File: src/rtl/core/utf16_to_utf8_transcoder_top_macros.svh
// Assertion macros for the UTF-16 to UTF-8 transcoder.
// Expects clk_i and rst_ni in the scope of the including module.
`ifndef UTF16_TO_UTF8_TRANSCODER_TOP_MACROS_SVH
`define UTF16_TO_UTF8_TRANSCODER_TOP_MACROS_SVH

// Same-cycle implication, sampled on clk_i, off during reset.
`define UTT_ASSERT_NOW(lbl, ante, cons, msg) \
  lbl: assert property (@(posedge clk_i) disable iff (!rst_ni) (ante) |-> (cons)) \
    else $error(msg);

// Next-cycle implication, sampled on clk_i, off during reset.
`define UTT_ASSERT_NEXT(lbl, ante, cons, msg) \
  lbl: assert property (@(posedge clk_i) disable iff (!rst_ni) (ante) |=> (cons)) \
    else $error(msg);

`endif

File: src/rtl/core/utt_pkg.sv
// Shared types and constants of the UTF-16 to UTF-8 transcoder.
// Used by the front, the command queue, the back and the top level.
package utt_pkg;

  localparam int unsigned CpW      = 21;
  localparam int unsigned MaxW     = 13;
  localparam int unsigned CntW     = 3;

  localparam logic [MaxW-1:0] MaxBytesReset = 13'd128;

  typedef enum logic [2:0] {
    ST_OK            = 3'd0,
    ST_LONE_LOW      = 3'd1,
    ST_UNPAIRED_HIGH = 3'd2,
    ST_ZERO          = 3'd3,
    ST_TOO_LONG      = 3'd4
  } status_e;

  // One queued command: the bytes of one code point, then an optional status.
  typedef struct packed {
    logic [CpW-1:0]  cp;
    logic [CntW-1:0] nbytes;
    logic            has_status;
    status_e         status;
  } cmd_t;

endpackage

File: src/rtl/core/utf16_to_utf8_transcoder_top.sv
// With the back part idle, the first result item of an accepted code unit
// passes through the command queue and then the back part's command register.
// Throughput: one result item per cycle while out_ready_i is high; a unit causes up
// to 5 items, and the next command loads as the last item of the current one leaves.
// The command queue (FIFO_DEPTH entries) lets input run ahead of output.
// Reset: asynchronous, active low; clears run state, queue and max_bytes to 128.
`include "utf16_to_utf8_transcoder_top_macros.svh"

module utf16_to_utf8_transcoder_top #(
  parameter int unsigned FIFO_DEPTH = 4
) (
  input  logic        clk_i,
  input  logic        rst_ni,
  input  logic        cfg_we_i,
  input  logic [12:0] cfg_wdata_i,
  input  logic        in_valid_i,
  output logic        in_ready_o,
  input  logic [15:0] code_unit_i,
  input  logic        start_string_i,
  input  logic        end_string_i,
  output logic        out_valid_o,
  input  logic        out_ready_i,
  output logic [7:0]  data_byte_o,
  output logic        is_status_o,
  output logic [2:0]  status_o,
  output logic        last_of_run_o
);

  utt_pkg::cmd_t push_cmd, pop_cmd;
  logic          push, full, pop, cmd_valid;

  utt_front u_front (
    .clk_i          (clk_i),
    .rst_ni         (rst_ni),
    .cfg_we_i       (cfg_we_i),
    .cfg_wdata_i    (cfg_wdata_i),
    .in_valid_i     (in_valid_i),
    .in_ready_o     (in_ready_o),
    .code_unit_i    (code_unit_i),
    .start_string_i (start_string_i),
    .end_string_i   (end_string_i),
    .push_o         (push),
    .cmd_o          (push_cmd),
    .full_i         (full)
  );

  utt_fifo #(
    .DEPTH (FIFO_DEPTH)
  ) u_fifo (
    .clk_i   (clk_i),
    .rst_ni  (rst_ni),
    .push_i  (push),
    .wdata_i (push_cmd),
    .full_o  (full),
    .pop_i   (pop),
    .rdata_o (pop_cmd),
    .valid_o (cmd_valid)
  );

  utt_back u_back (
    .clk_i         (clk_i),
    .rst_ni        (rst_ni),
    .cmd_valid_i   (cmd_valid),
    .cmd_i         (pop_cmd),
    .pop_o         (pop),
    .out_valid_o   (out_valid_o),
    .out_ready_i   (out_ready_i),
    .data_byte_o   (data_byte_o),
    .is_status_o   (is_status_o),
    .status_o      (status_o),
    .last_of_run_o (last_of_run_o)
  );

  `UTT_ASSERT_NOW(a_byte_ok, out_valid_o && !is_status_o, status_o == utt_pkg::ST_OK, "byte item with status")
  `UTT_ASSERT_NOW(a_status_last, out_valid_o && is_status_o, last_of_run_o, "status item not last")
  `UTT_ASSERT_NOW(a_no_bad_lead, out_valid_o && !is_status_o, data_byte_o[7:3] != 5'b11111, "bad byte")
  `UTT_ASSERT_NEXT(a_status_held, out_valid_o && is_status_o && !out_ready_i, is_status_o, "status lost")

endmodule

File: src/rtl/core/utt_front.sv
// Front part: accepts code units, tracks run state and byte budget.
// Emits one utt_pkg::cmd_t per item that causes results.
module utt_front (
  input  logic                        clk_i,
  input  logic                        rst_ni,
  input  logic                        cfg_we_i,
  input  logic [utt_pkg::MaxW-1:0]    cfg_wdata_i,
  input  logic                        in_valid_i,
  output logic                        in_ready_o,
  input  logic [15:0]                 code_unit_i,
  input  logic                        start_string_i,
  input  logic                        end_string_i,
  output logic                        push_o,
  output utt_pkg::cmd_t               cmd_o,
  input  logic                        full_i
);

  logic [utt_pkg::MaxW-1:0] max_q;
  logic [9:0]               ph_q, ph_d, ph_eff;
  logic                     have_q, have_d, have_eff;
  logic [utt_pkg::MaxW-1:0] used_q, used_d, used_eff;
  utt_pkg::status_e         err_q, err_d, err_eff;

  logic                     accept;
  logic                     is_high, is_low;
  logic                     emit;
  logic [utt_pkg::CntW-1:0] need;
  logic [utt_pkg::CpW-1:0]  cp;
  logic [utt_pkg::MaxW:0]   sum;

  assign in_ready_o = !full_i;
  assign accept     = in_valid_i && !full_i;
  assign is_high    = (code_unit_i[15:10] == 6'b110110);
  assign is_low     = (code_unit_i[15:10] == 6'b110111);

  // A start unit sees a cleared run.
  assign ph_eff   = start_string_i ? '0 : ph_q;
  assign have_eff = start_string_i ? 1'b0 : have_q;
  assign used_eff = start_string_i ? '0 : used_q;
  assign err_eff  = start_string_i ? utt_pkg::ST_OK : err_q;

  always_comb begin
    ph_d   = ph_eff;
    have_d = have_eff;
    used_d = used_eff;
    err_d  = err_eff;
    emit   = 1'b0;
    need   = '0;
    cp     = '0;
    cmd_o  = '{cp: '0, nbytes: '0, has_status: 1'b0, status: utt_pkg::ST_OK};

    if (err_eff == utt_pkg::ST_OK) begin
      if (have_eff) begin
        have_d = 1'b0;
        ph_d   = '0;
        if (is_low) begin
          // 0x10000 + (high << 10) + low offset
          emit = 1'b1;
          cp   = {({1'b0, ph_eff} + 11'd64), code_unit_i[9:0]};
          need = 3'd4;
        end else begin
          err_d = utt_pkg::ST_UNPAIRED_HIGH;
        end
      end else if (is_high) begin
        ph_d   = code_unit_i[9:0];
        have_d = 1'b1;
      end else if (is_low) begin
        err_d = utt_pkg::ST_LONE_LOW;
      end else begin
        emit = 1'b1;
        cp   = {5'b0, code_unit_i};
        if (code_unit_i[15:7] == '0) begin
          need = 3'd1;
        end else if (code_unit_i[15:11] == '0) begin
          need = 3'd2;
        end else begin
          need = 3'd3;
        end
      end
    end

    sum = {1'b0, used_eff} + {{(utt_pkg::MaxW + 1 - utt_pkg::CntW){1'b0}}, need};

    cmd_o.cp = cp;
    if (emit) begin
      if (cp == '0) begin
        err_d = utt_pkg::ST_ZERO;
      end else if (sum > {1'b0, max_q}) begin
        err_d = utt_pkg::ST_TOO_LONG;
      end else begin
        used_d       = sum[utt_pkg::MaxW-1:0];
        cmd_o.nbytes = need;
      end
    end

    if (end_string_i) begin
      if (err_d == utt_pkg::ST_OK && have_d) begin
        err_d = utt_pkg::ST_UNPAIRED_HIGH;
      end
      cmd_o.has_status = 1'b1;
      cmd_o.status     = err_d;
      // Close the run.
      ph_d   = '0;
      have_d = 1'b0;
      used_d = '0;
      err_d  = utt_pkg::ST_OK;
    end
  end

  assign push_o = accept && (cmd_o.nbytes != '0 || end_string_i);

  always_ff @(posedge clk_i or negedge rst_ni) begin
    if (!rst_ni) begin
      max_q  <= utt_pkg::MaxBytesReset;
      ph_q   <= '0;
      have_q <= 1'b0;
      used_q <= '0;
      err_q  <= utt_pkg::ST_OK;
    end else begin
      if (cfg_we_i) begin
        max_q <= cfg_wdata_i;
      end
      if (accept) begin
        ph_q   <= ph_d;
        have_q <= have_d;
        used_q <= used_d;
        err_q  <= err_d;
      end
    end
  end

endmodule

File: src/rtl/core/utt_fifo.sv
// Command queue between front and back of the transcoder.
// Holds utt_pkg::cmd_t entries in a small register array.
module utt_fifo #(
  parameter int unsigned DEPTH = 4
) (
  input  logic          clk_i,
  input  logic          rst_ni,
  input  logic          push_i,
  input  utt_pkg::cmd_t wdata_i,
  output logic          full_o,
  input  logic          pop_i,
  output utt_pkg::cmd_t rdata_o,
  output logic          valid_o
);

  localparam int unsigned PtrW = (DEPTH > 1) ? $clog2(DEPTH) : 1;
  localparam int unsigned CntW = $clog2(DEPTH + 1);

  utt_pkg::cmd_t   mem_q [DEPTH];
  logic [PtrW-1:0] wr_ptr_q, rd_ptr_q;
  logic [CntW-1:0] cnt_q;
  logic            do_push, do_pop;

  assign full_o  = (cnt_q == CntW'(DEPTH));
  assign valid_o = (cnt_q != '0);
  assign do_push = push_i && !full_o;
  assign do_pop  = pop_i && valid_o;
  assign rdata_o = mem_q[rd_ptr_q];

  always_ff @(posedge clk_i) begin
    if (do_push) begin
      mem_q[wr_ptr_q] <= wdata_i;
    end
  end

  always_ff @(posedge clk_i or negedge rst_ni) begin
    if (!rst_ni) begin
      wr_ptr_q <= '0;
      rd_ptr_q <= '0;
      cnt_q    <= '0;
    end else begin
      if (do_push) begin
        wr_ptr_q <= (wr_ptr_q == PtrW'(DEPTH - 1)) ? '0 : wr_ptr_q + PtrW'(1);
      end
      if (do_pop) begin
        rd_ptr_q <= (rd_ptr_q == PtrW'(DEPTH - 1)) ? '0 : rd_ptr_q + PtrW'(1);
      end
      if (do_push && !do_pop) begin
        cnt_q <= cnt_q + CntW'(1);
      end else if (do_pop && !do_push) begin
        cnt_q <= cnt_q - CntW'(1);
      end
    end
  end

endmodule

File: src/rtl/core/utt_back.sv
// Back part: serializes one queued command into UTF-8 byte items
// and an optional closing status item. Depends on utt_pkg.
module utt_back (
  input  logic          clk_i,
  input  logic          rst_ni,
  input  logic          cmd_valid_i,
  input  utt_pkg::cmd_t cmd_i,
  output logic          pop_o,
  output logic          out_valid_o,
  input  logic          out_ready_i,
  output logic [7:0]    data_byte_o,
  output logic          is_status_o,
  output logic [2:0]    status_o,
  output logic          last_of_run_o
);

  utt_pkg::cmd_t            cur_q;
  logic                     busy_q;
  logic [utt_pkg::CntW-1:0] idx_q;
  logic [utt_pkg::CntW-1:0] total;
  logic                     is_byte;
  logic                     last;

  assign total   = cur_q.nbytes + {{(utt_pkg::CntW - 1){1'b0}}, cur_q.has_status};
  assign is_byte = (idx_q < cur_q.nbytes);
  assign last    = (idx_q == total - utt_pkg::CntW'(1));
  assign pop_o   = cmd_valid_i && (!busy_q || (out_ready_i && last));

  assign out_valid_o   = busy_q;
  assign is_status_o   = !is_byte;
  assign status_o      = is_byte ? utt_pkg::ST_OK : cur_q.status;
  assign last_of_run_o = last;

  always_comb begin
    data_byte_o = 8'h00;
    if (is_byte) begin
      unique case (cur_q.nbytes)
        3'd1: data_byte_o = {1'b0, cur_q.cp[6:0]};
        3'd2: begin
          data_byte_o = (idx_q == 3'd0) ? {3'b110, cur_q.cp[10:6]} : {2'b10, cur_q.cp[5:0]};
        end
        3'd3: begin
          unique case (idx_q)
            3'd0:    data_byte_o = {4'b1110, cur_q.cp[15:12]};
            3'd1:    data_byte_o = {2'b10, cur_q.cp[11:6]};
            default: data_byte_o = {2'b10, cur_q.cp[5:0]};
          endcase
        end
        3'd4: begin
          unique case (idx_q)
            3'd0:    data_byte_o = {5'b11110, cur_q.cp[20:18]};
            3'd1:    data_byte_o = {2'b10, cur_q.cp[17:12]};
            3'd2:    data_byte_o = {2'b10, cur_q.cp[11:6]};
            default: data_byte_o = {2'b10, cur_q.cp[5:0]};
          endcase
        end
        default: data_byte_o = 8'h00;
      endcase
    end
  end

  always_ff @(posedge clk_i) begin
    if (pop_o) begin
      cur_q <= cmd_i;
    end
  end

  // Load the next command when idle or as the last item of the current one leaves.
  always_ff @(posedge clk_i or negedge rst_ni) begin
    if (!rst_ni) begin
      busy_q <= 1'b0;
      idx_q  <= '0;
    end else if (pop_o) begin
      busy_q <= 1'b1;
      idx_q  <= '0;
    end else if (busy_q && out_ready_i) begin
      if (last) begin
        busy_q <= 1'b0;
      end else begin
        idx_q <= idx_q + utt_pkg::CntW'(1);
      end
    end
  end

endmodule

File: config.mk
export PLATFORM = sky130hd
export DESIGN_NAME = utf16_to_utf8_transcoder_top
export DESIGN_NICKNAME = d
export VERILOG_FILES = /design/src/rtl/core/utt_pkg.sv /design/src/rtl/core/utf16_to_utf8_transcoder_top.sv /design/src/rtl/core/utt_front.sv /design/src/rtl/core/utt_fifo.sv /design/src/rtl/core/utt_back.sv
export VERILOG_INCLUDE_DIRS = /design/src /design/src/rtl/core
export SDC_FILE = /design/constraint.sdc
export NUM_CORES = 1
export LEC_CHECK = 0
export BUFFER_PORTS_ARGS = -buffer_cell sky130_fd_sc_hd__buf_2
export CAP_MARGIN = 20
export CORE_MARGIN = 2
export CORE_UTILIZATION = 61
export DETAILED_ROUTE_END_ITERATION = 8
export GPL_TIMING_DRIVEN = 0
export PLACE_DENSITY_LB_ADDON = 0.05
export REMOVE_ABC_BUFFERS = 1
export SYNTH_ARGS = -nofsm -noshare
export SYNTH_HDL_FRONTEND = slang
export SYNTH_SLANG_ARGS = --single-unit
File: constraint.sdc
create_clock -name clk_i -period 7.8 [get_ports clk_i]
set_input_delay 0.39 -clock clk_i [delete_from_list [all_inputs] [get_ports clk_i]]
set_output_delay 0.39 -clock clk_i [all_outputs]
set_load 0.03 [all_outputs]
### Word level (Yosys, flattened, before mapping)

Memories as Yosys holds them, arrays and structs flattened. A register that Yosys moved wholly into a read port is not among the register bits.
Index checks and enable logic that the tools add are counted.
Widths: inputs -> output; s select.

| cells by class | value |
|---|---|
| add/sub/neg operators | 9 |
| $mul | 0 |
| divide/modulo/power cells | 0 |
| $lt $le $gt $ge | 2 |
| equality and inequality tests | 13 |
| shift operators | 0 |
| mux-type cells | 65 |
| bitwise gates (word level) | 0 |
| reductions and logical operators | 30 |

Operator list:

| operator | count |
|---|---|
| $mux 21 | 4 |
| $mux 3 | 26 |
| $mux 13 | 5 |
| $mux 10 | 5 |
| $pmux 8 s4 | 1 |
| $logic_not 21->1 | 1 |
| $pmux 7 s3 | 1 |
| $mux 1 | 16 |
| $mux 16 | 1 |
| $add 13x3->14 | 1 |
| $gt 14x13->1 | 1 |
| $pmux 7 s2 | 1 |
| $eq 6x6->1 const B | 2 |
| $add 10x7->11 const B | 1 |
| $logic_and 1x1->1 | 10 |
| $eq 3x2->1 const B | 3 |
| $logic_not 3->1 | 3 |
| $logic_not 9->1 | 1 |
| $mux 8 | 1 |
| $mux 7 | 1 |
| $add 3x1->3 const B | 2 |
| $eq 3x1->1 const B | 2 |
| $eq 3x3->1 const B | 2 |
| $reduce_bool 2->1 | 3 |
| 14 further kinds | 25 |

| word-level totals | value |
|---|---|
| register bits | 51 |
| latch bits | 0 |
| memory bits (writable) | 112 |
| memory bits (read-only) | 0 |
| input port bits | 36 |
| output and inout port bits | 15 |
| memories | 1 |

Memories:

| memory | words | bits a word | rd ports | clocked after Yosys merged registers in | wr ports | line | text |
|---|---|---|---|---|---|---|---|
| u_fifo.mem_q | 4 | 28 | 1 | 1 | 1 | utt_fifo.sv:19 | `utt_pkg::cmd_t mem_q [DEPTH];` |

### Logic depth before layout (Yosys ltp)

Gate-level depths: netlist of the first run.

| logic depth | value |
|---|---|
| depth in word-level cells | 20 |
| gate-level depth with buffers | 28 |
| gate-level depth less buffers | 26 |

### Modules after synthesis

Synthesis of the first run repeated with hierarchy kept, for this count alone.

| second synthesis, totals | value |
|---|---|
| cells, all modules | 674 |
| area, all modules | 9152.5 µm² |

By module, submodules not included:

| module | instances | cells each | area each (µm²) | seq. area each (µm²) |
|---|---|---|---|---|
| utt_fifo | 1 | 183 | 4514.3 | 3538.4 |
| utt_front | 1 | 351 | 2964.1 | 1002.2 |
| utt_back | 1 | 140 | 1674.1 | 940.9 |

### Least setup slack after synthesis of the first run

OpenSTA, ideal clock, no wires.

| timing path | value |
|---|---|
| path kind | register -> register |
| from | register u_front.err_q[0] |
| to | memory u_fifo.mem_q[3][0] in the netlist's numbering (enable) |
| setup time | 0.387 ns |
| data arrival time | 5.010 ns |
| data required time | 7.413 ns |
| setup slack | 2.402 ns |
| cell stages (with the launch flop) | 22 |
| buffers on the path | 0 |
| clock period less this slack | 5.398 ns |
| path through | dfrtp_1 -> nor4_1 -> o2bb2ai_1 -> nor2_1 -> ha_1 -> inv_1 -> fa_1 -> nor2b_1 -> o21ai_0 -> nor3_1 -> nand3_1 -> xor2_1 -> nor2_1 -> ha_1 -> nand3_1 -> nor2_1 -> a2111oi_0 -> o21bai_1 -> o21ai_1 -> and2_4 -> o21a_4 -> and2_1 |

| between the ends | value |
|---|---|
| cells in the longest elaborated chain, start to end | 14 |

RTL lines:

| element | line | text |
|---|---|---|
| from (decl) | utt_front.sv:22 | `utt_pkg::status_e err_q, err_d, err_eff;` |
| from (signal assigned) | utt_front.sv:118 | `err_q <= utt_pkg::ST_OK;` |
| from (signal assigned) | utt_front.sv:127 | `err_q <= err_d;` |
| $mux 3 (*) | utt_front.sv:40 | `assign err_eff = start_string_i ? utt_pkg::ST_OK : err_q;` |
| $logic_not 3->1 (*) | utt_front.sv:52 | `if (err_eff == utt_pkg::ST_OK) begin` |
| $mux 3 | utt_front.sv:52 |  |
| $add 13x3->14 | utt_front.sv:82 | `sum = {1'b0, used_eff} + {{(utt_pkg::MaxW + 1 - utt_pkg::CntW){1'b0}}, need};` |
| $gt 14x13->1 | utt_front.sv:88 | `end else if (sum > {1'b0, max_q}) begin` |
| $mux 3 | utt_front.sv:88 |  |
| $mux 3 | utt_front.sv:86 | `if (cp == '0) begin` |
| $mux 3 (*) | utt_front.sv:85 | `if (emit) begin` |
| $reduce_bool 3->1 (*) | utt_front.sv:110 | `assign push_o = accept && (cmd_o.nbytes != '0 \|\| end_string_i);` |
| $logic_or 1x1->1 (*) | utt_front.sv:110 |  |
| $logic_and 1x1->1 (*) | utt_front.sv:110 |  |
| $logic_and 1x1->1 (*) | utt_fifo.sv:26 | `assign do_push = push_i && !full_o;` |
| via u_fifo.do_push | utt_fifo.sv:22 | `logic do_push, do_pop;` |
| $mux 1 (*) | utt_fifo.sv:31 | `if (do_push) begin` |
| $mux 1 (not written as such) (*) | utt_fifo.sv:32 | `mem_q[wr_ptr_q] <= wdata_i;` |
| to (decl) | utt_fifo.sv:19 |  |

Mark *: on every way through the listed nets, which the timed path passes. The rest lies on a longest branch.

### Worst setup path in the final report of the first run

| timing path | value |
|---|---|
| from | register u_front.err_q[0] |
| to | register u_fifo.cnt_q[2] |

| between the ends | value |
|---|---|
| cells in the longest elaborated chain, start to end | 15 |

RTL lines:

| element | line | text |
|---|---|---|
| $mux 3 (*) | utt_front.sv:40 |  |
| $logic_not 3->1 (*) | utt_front.sv:52 |  |
| $mux 3 | utt_front.sv:52 |  |
| $add 13x3->14 | utt_front.sv:82 |  |
| $gt 14x13->1 | utt_front.sv:88 |  |
| $mux 3 | utt_front.sv:88 |  |
| $mux 3 | utt_front.sv:86 |  |
| $mux 3 (*) | utt_front.sv:85 |  |
| $reduce_bool 3->1 (*) | utt_front.sv:110 |  |
| $logic_or 1x1->1 (*) | utt_front.sv:110 |  |
| $logic_and 1x1->1 (*) | utt_front.sv:110 |  |
| $logic_and 1x1->1 (*) | utt_fifo.sv:26 |  |
| via u_fifo.do_push | utt_fifo.sv:22 |  |
| $logic_not 1->1 | utt_fifo.sv:50 | `end else if (do_pop && !do_push) begin` |
| $logic_and 1x1->1 | utt_fifo.sv:50 |  |
| $reduce_bool 2->1 (no line) | n/a |  |
| to (signal assigned) | utt_fifo.sv:49 | `cnt_q <= cnt_q + CntW'(1);` |
| to (signal assigned) | utt_fifo.sv:51 | `cnt_q <= cnt_q - CntW'(1);` |
| to (decl) | utt_fifo.sv:21 | `logic [CntW-1:0] cnt_q;` |

Marks and branches as above.
A chain may end at the register's enable or synchronous reset.

==> flow_summary.ini, run 1 <==
[power]
p_sw_share_pct = 31.83
internal_power_uw = 2208
p_sw_uw = 1031
p_comb_share_pct = 28.3
seqPwrFrac_pct = 44.9
power_density_nw_per_um2 = 324.5
peakVddDrop_mv = 0.1778
power_leakage_uw = 0.003802
clockPowerShare_pct = 26.7

[worst_hold_path]
holdPathEnd = u_front.max_q[2]
whs_path_depth = 3
min_from = cfg_wdata_i[2]
hp-class = primary input to register

[synth]
synth.distinct_cells = 71
postSynthCellCount = 660
synth_edf_count = 140
synth_warnings = 0
avgSynthCellArea_um2 = 13.50
syn_area_um2 = 8907
ys_ff_latch = 191
seq_area_frac_synth_pct = 61.54
synth_ff_type = edfxtp_1
synthTopCellsByArea = edfxtp_1, dfrtp_1, mux4_2
async_reset_ff_share_pct = 26.70
synth_top_area_share_pct = 47.20
yosys.area.top_type = edfxtp_1

[timing]
finalSetupViolCount = 0
post-route-period-util_pct = 81.56
min_period_ps = 6361
slew_headroom_pct = 31.72
tightest_slew_ps = 1016
clock_skew_ps = 10.82
max_freq_mhz = 157.2
fin_tns_setup_ps = 0
rsz0062_at_grt = false
maxSlewViolCount = 0
setup_slack_ps = 1439
finalHoldViolCount = 0

[floorplanning]
dieWidth_um = 124.8
io_pins = 51
die-height_um = 124.8
row_count = 44
start_util_pct = 61.75
die_area_um2 = 15590
coreArea_um2 = 14420

[cells_and_area]
antenna_cells = 0
mostFrequentLayoutCells = edfxtp_1, nand2_1, buf_2, dfrtp_1, nor2_1
area_growth_pct = 12.05
layout_commonest_cell = edfxtp_1
nets = 780
drive_above_1_share_pct = 19.48

[worst_setup_path]
r2r_start = u_front.err_q[0]
crit_family = simple AND/OR/NAND/NOR gates
cp.arrival_ps = 6720
crit_buf_inv = 1
critical-path-max-stage-delay_ps = 620
worst_ep_required_time_ps = 8160
path_class = register to register
cp_max_fo = 7
worstReg2RegEnd = u_fifo.cnt_q[2]
startpoint_type = register
r2r_cells = 25
end_kind = register
crit_slowest_cell = nor3_1
rrSetupSlack_ps = 1440

[placement]
dp_hpwl_mm = 12.83
dp_slack_ps = 1436
place.port_buffers = 50
place_congestion = 0.8728

[clocking]
htreeDepth = 4
root_buffer = clkbuf_16
numCtsBuffers = 17
clkLatencyLatePin_ps = 430
path_clk_slew_ps = 70
cts_buffer_depth = 2
cts_resized = 0
cts_tree = done
numClockSinks = 191

[drt]
vias_per_cell = 6.191
first_pass_iters = 5
vias = 5621
drc = 0
wl_per_cell_um = 20.12
antenna_left = 0
drt_iter0_drc = 537
wl_mm = 18.27

[outcome]
status = finished, final reports clean

[global_routing]
grt_pass1_vias = 5667
grt_max_degree = 41
antenna_found_initial = 0
grt_use_total_pct = 24.68
grt-ovfl-total = 0
grt_pass1_wl_mm = 29.68

[job]
maxCapViolations = 0
layout make-up:
class / count / area [um^2]
tap: 184 / 230.2
sequential: 191 / 5483
clock buffer: 18 / 429.2
fill: 1017 / 4443
inverter: 34 / 127.6
timing repair buffer: 55 / 342.8
clock inverter: 14 / 155.1
multi-input combinational: 412 / 3213
cells by family after synthesis:
kind of cell | synth area share (%)
multiplexers | 8.260
flip-flops | 61.54
adder cells (fa/ha/maj) | 4.804
AND/OR/NAND/NOR | 11.32
buffers and inverters | 2.472
AO/OA/AOI/OAI | 9.636
XOR/XNOR | 1.967
Yosys cell counts (8+ instances only):
cell type	instances
a21oi_1	23
a22o_1	21
and2_1	20
clkbuf_1	15
dfrtp_1	50
edfxtp_1	140
ha_1	31
inv_1	33
mux4_2	28
nand2_1	56
nand3_1	21
nor2_1	39
nor2b_1	10
nor3_1	12
o21ai_0	33
xnor2_1	8
xor2_1	12
metrics by stage:
step	hold WS [ps]	utilization, %	power, uW	cells	cell area (um^2)
after CTS	140.6	69.20	3264	908	9981
after detailed placement	335.8	65.08	2401	875	9387
final	155.7	69.20	3239	908	9981
after floorplan	94.41	-	2086	637	8815
after global routing	167.5	69.20	3403	908	9981
after global placement	479.9	64.44	2332	871	9295
sequential cells by signal, indices dropped and copies added, names as in the netlist, 3 cells and up:
register,flops
u_fifo.cnt_q,3
u_front.err_q,3
u_front.ph_q,10
u_back.idx_q,3
u_back.cur_q,28
u_front.max_q,13
u_fifo.mem_q,112
u_front.used_q,13
routing by layer:
| metal | global-route usage, % | vias to the layer above | share of wire (%) |
|---|---|---|---|
| li1 | - | 2594 | - |
| met1 | 34.75 | 2806 | 44 |
| met2 | 39.34 | 196 | 49 |
| met3 | 4.897 | 25 | 5.6 |
| met4 | 8.105 | 0 | 1.6 |
| met5 | 0 | - | 0 |
how the worst max path moves through the flow:
stage	slack, ps	cells after the start	from	end
after CTS	1440	25	u_front.err_q[0]	u_fifo.cnt_q[2]
after global placement	1050	20	u_front.err_q[0]	u_fifo.mem_q[0][14]
after detailed placement	1440	25	start_string_i	u_fifo.cnt_q[2]
after floorplan	2400	21	u_front.err_q[0]	u_fifo.mem_q[3][0]
after global routing	810	25	u_front.err_q[0]	u_fifo.cnt_q[2]
final	1440	25	u_front.err_q[0]	u_fifo.cnt_q[2]
power by group through the flow:
stage	Combinational, uW	Sequential, uW	Clock, uW
3_3_place_gp	817	1520	0
3_5_place_dp	924	1480	0
4_1_cts	927	1460	879
5_1_grt	1000	1480	919
6_report	917	1460	866
2_1_floorplan	618	1470	0
worst register-to-register path, stage by stage, from the launching register on:
cell	delay [ps]
dfrtp_1	450
nor4_1	420
nor2_2	110
a21oi_1	310
nand2_1	250
fa_1	510
nor2b_1	120
o21ai_0	130
nor3_1	620
nand3_1	180
xor2_1	180
nor2_1	150
ha_1	260
nand3_1	140
nor2_1	60
a2111oi_0	430
o21bai_1	150
o21ai_1	340
and2_4	260
o21a_4	190
ha_1	190
inv_1	60
fa_1	370
xor2_1	170
nor2_1	110
xor2_1	140
repair_timing:
item | 4_1_cts | 5_1_grt
endpoints found under the setup margin | 0 | 0
hold buffers | 1 | 0
buffers inserted | 0 | 0
hold endpoints to repair | 11 | 0
Note: power is estimated with default switching activity, not from simulation.
==> inputs of run 2 (changes only) <==
--- a/config.mk
+++ b/config.mk
@@ -9,7 +9,7 @@
 export BUFFER_PORTS_ARGS = -buffer_cell sky130_fd_sc_hd__buf_2
 export CAP_MARGIN = 20
 export CORE_MARGIN = 2
-export CORE_UTILIZATION = 61
+export CORE_UTILIZATION = 55
 export DETAILED_ROUTE_END_ITERATION = 8
 export GPL_TIMING_DRIVEN = 0
 export PLACE_DENSITY_LB_ADDON = 0.05
==> constraint.sdc (replaced) <==
create_clock -name clk_i -period 5.1 [get_ports clk_i]
set_input_delay 0.255 -clock clk_i [delete_from_list [all_inputs] [get_ports clk_i]]
set_output_delay 0.255 -clock clk_i [all_outputs]
set_load 0.03 [all_outputs]
==> run 2 against run 1 <==
  * Sequential share of layout area is 1.9 points lower
  * Design area is 3.6% higher
  * Utilization is 4.1 points lower
  * Non-clock buffer count is 24 higher
  * Via count is 1.7% higher
  * Sequential power is 51% higher
  * Die area is 11% higher
  * Clock power is 48% higher
  * Sequential cell count stayed put
  * Power is 53% higher
  * Hold slack worse by 130 ps
==> flow_summary.ini, run 2 (same netlist as run 1, synthesis figures left out) <==
[timing]
maxSlewViolCount = 0
post-route-period-util_pct = 98.07
tightest_slew_ps = 1007
whs_ps = 22.81
finalSetupViolCount = 0
max_freq_mhz = 199.9
finalHoldViolCount = 0
clock_skew_ps = 10.46
min_period_ps = 5002
slew_headroom_pct = 32.31
setup_slack_ps = 98.39
rsz0062_at_grt = true

[drt]
drt_iter0_drc = 600
first_pass_iters = 5
wl_per_cell_um = 19.98
antenna_left = 0
vias = 5715
drc = 0
wl_mm = 19.26
vias_per_cell = 5.928

[floorplanning]
die-height_um = 131.3
dieWidth_um = 131.3
coreArea_um2 = 15890
die_area_um2 = 17230
io_pins = 51
start_util_pct = 56.07
row_count = 46

[global_routing]
grt_use_total_pct = 23.13
busiest_layer = met2
grt_max_degree = 38
grt_pass1_wl_mm = 30.70
grt_pass1_vias = 5707
antenna_found_initial = 0
grtUsageMet3_pct = 4.823
grt-ovfl-total = 0
met2_usage_pct = 36.35
use_met1_pct = 33.09

[cells_and_area]
nets = 804
mostFrequentLayoutCells = edfxtp_1, nand2_1, buf_2, dfrtp_1, nor2_1
area_growth_pct = 16.04
drive_above_1_share_pct = 25.40
largest_reg_flops = 112
utilization_pct = 65.07
top_register = u_fifo.mem_q
reg.largest.list = u_fifo.mem_q x112, u_back.cur_q x28
fin_area_um2 = 10340
antenna_cells = 0
layout_commonest_cell = edfxtp_1

[placement]
dp_slack_ps = -1251
dpl_cell_area_um2 = 9427
place_congestion = 0.9065
dp_hpwl_mm = 12.84
place.port_buffers = 50

[worst_setup_path]
startpoint_type = register
end_kind = register
cp.arrival_ps = 5360
cp_max_fo = 6
worst_ep_required_time_ps = 5460
path_class = register to register

[power]
clockPowerShare_pct = 25.9
p_sw_uw = 1633
power_density_nw_per_um2 = 479.6
seqPwrFrac_pct = 44.6
internal_power_uw = 3325
p_comb_share_pct = 29.5
power_leakage_uw = 0.003934
p_sw_share_pct = 32.94
peakVddDrop_mv = 0.2745
p_total_uw = 4958

[clocking]
htreeDepth = 4
cts_buffer_depth = 2
path_clk_slew_ps = 80
numClockSinks = 191
root_buffer = clkbuf_16
clkLatencyLatePin_ps = 440
cts_tree = done
numCtsBuffers = 17

[worst_hold_path]
hp-class = primary input to register

[outcome]
status = finished, final reports clean

[job]
maxCapViolations = 0
-- run 2: cell count changes in the layout (fill, tap and decap cells not counted), moves of 3 or more --
cell,previous run,this run
ha_1,31,28
dfrtp_2,1,4
dfrtp_1,49,46
and2_4,1,5
buf_4,0,23
and2_2,4,0
-- run 2: final cells by class --
class / instances / area, um^2
Fill cell: 1185 / 5549
Sequential cell: 191 / 5487
Tap cell: 216 / 270.3
Clock inverter: 15 / 147.6
Clock buffer: 17 / 425.4
Timing Repair Buffer: 79 / 520.5
Multi-Input combinational cell: 412 / 3356
Inverter: 34 / 130.1
-- run 2: worst max-delay path: stages (launching register included) --
cell	delay (ps)
dfrtp_2	430
nor4_4	390
o2bb2ai_4	110
nor2_2	150
ha_2	200
inv_1	60
fa_2	360
nor2b_2	140
o21ai_2	80
nor3_2	100
buf_4	160
nand3_2	80
xor2_1	150
nor2_1	160
ha_2	320
nand3_4	90
nor2_1	80
a2111oi_4	200
o21bai_1	120
o21ai_2	180
and2_4	190
o21a_4	180
ha_4	140
inv_1	40
fa_1	360
xor2_1	170
nor2_1	110
xor2_1	140
-- run 2: through the flow --
stage | setup TNS (ps) | instances
2_1_floorplan | -33700 | 637
3_3_place_gp | -206210 | 903
3_5_place_dp | -158640 | 907
4_1_cts | 0 | 947
5_1_grt | -204.4 | 964
6_report | 0 | 964
-- run 2: path summary, 6_finish.rpt --
path / depth (start not counted) / start / slack (ps) / end
min reg2reg: 1 / u_fifo.cnt_q[2] / 510 / u_fifo.cnt_q[2]
max: 27 / u_front.err_q[1] / 100 / u_fifo.cnt_q[2]
max in group asynchronous: 3 / rst_ni / 4140 / u_front.max_q[7]
min in group asynchronous: 2 / rst_ni / 320 / u_front.ph_q[5]
min: 3 / cfg_wdata_i[10] / 20 / u_front.max_q[10]
max reg2reg: 27 / u_front.err_q[1] / 100 / u_fifo.cnt_q[2]
-- run 2: power by group through the flow --
stage	clock (uW)	combinational, uW	sequential (uW)
global route	1370	1610	2250
detailed placement	0	1420	2250
floorplan	0	945	2250
finish	1280	1460	2210
global placement	0	1260	2320
CTS	1310	1440	2220
-- run 2: repair_timing --
action,4_1_cts,5_1_grt
hold buffers,1,0
pin swaps,7,11
cloned,0,0
endpoints found under the hold margin,14,0
endpoints found under the setup margin,147,128
setup buffers,7,16
gates resized for setup,21,15
-- run 2: layer usage --
metal  share of wire (%)  vias up  routed length (um)
met5                   0        -                   0
met4                 1.5        0                 284
met3                 5.8       26                1119
met2                  48      218                9205
met1                  45     2822                8648
li1                    -     2649                   -
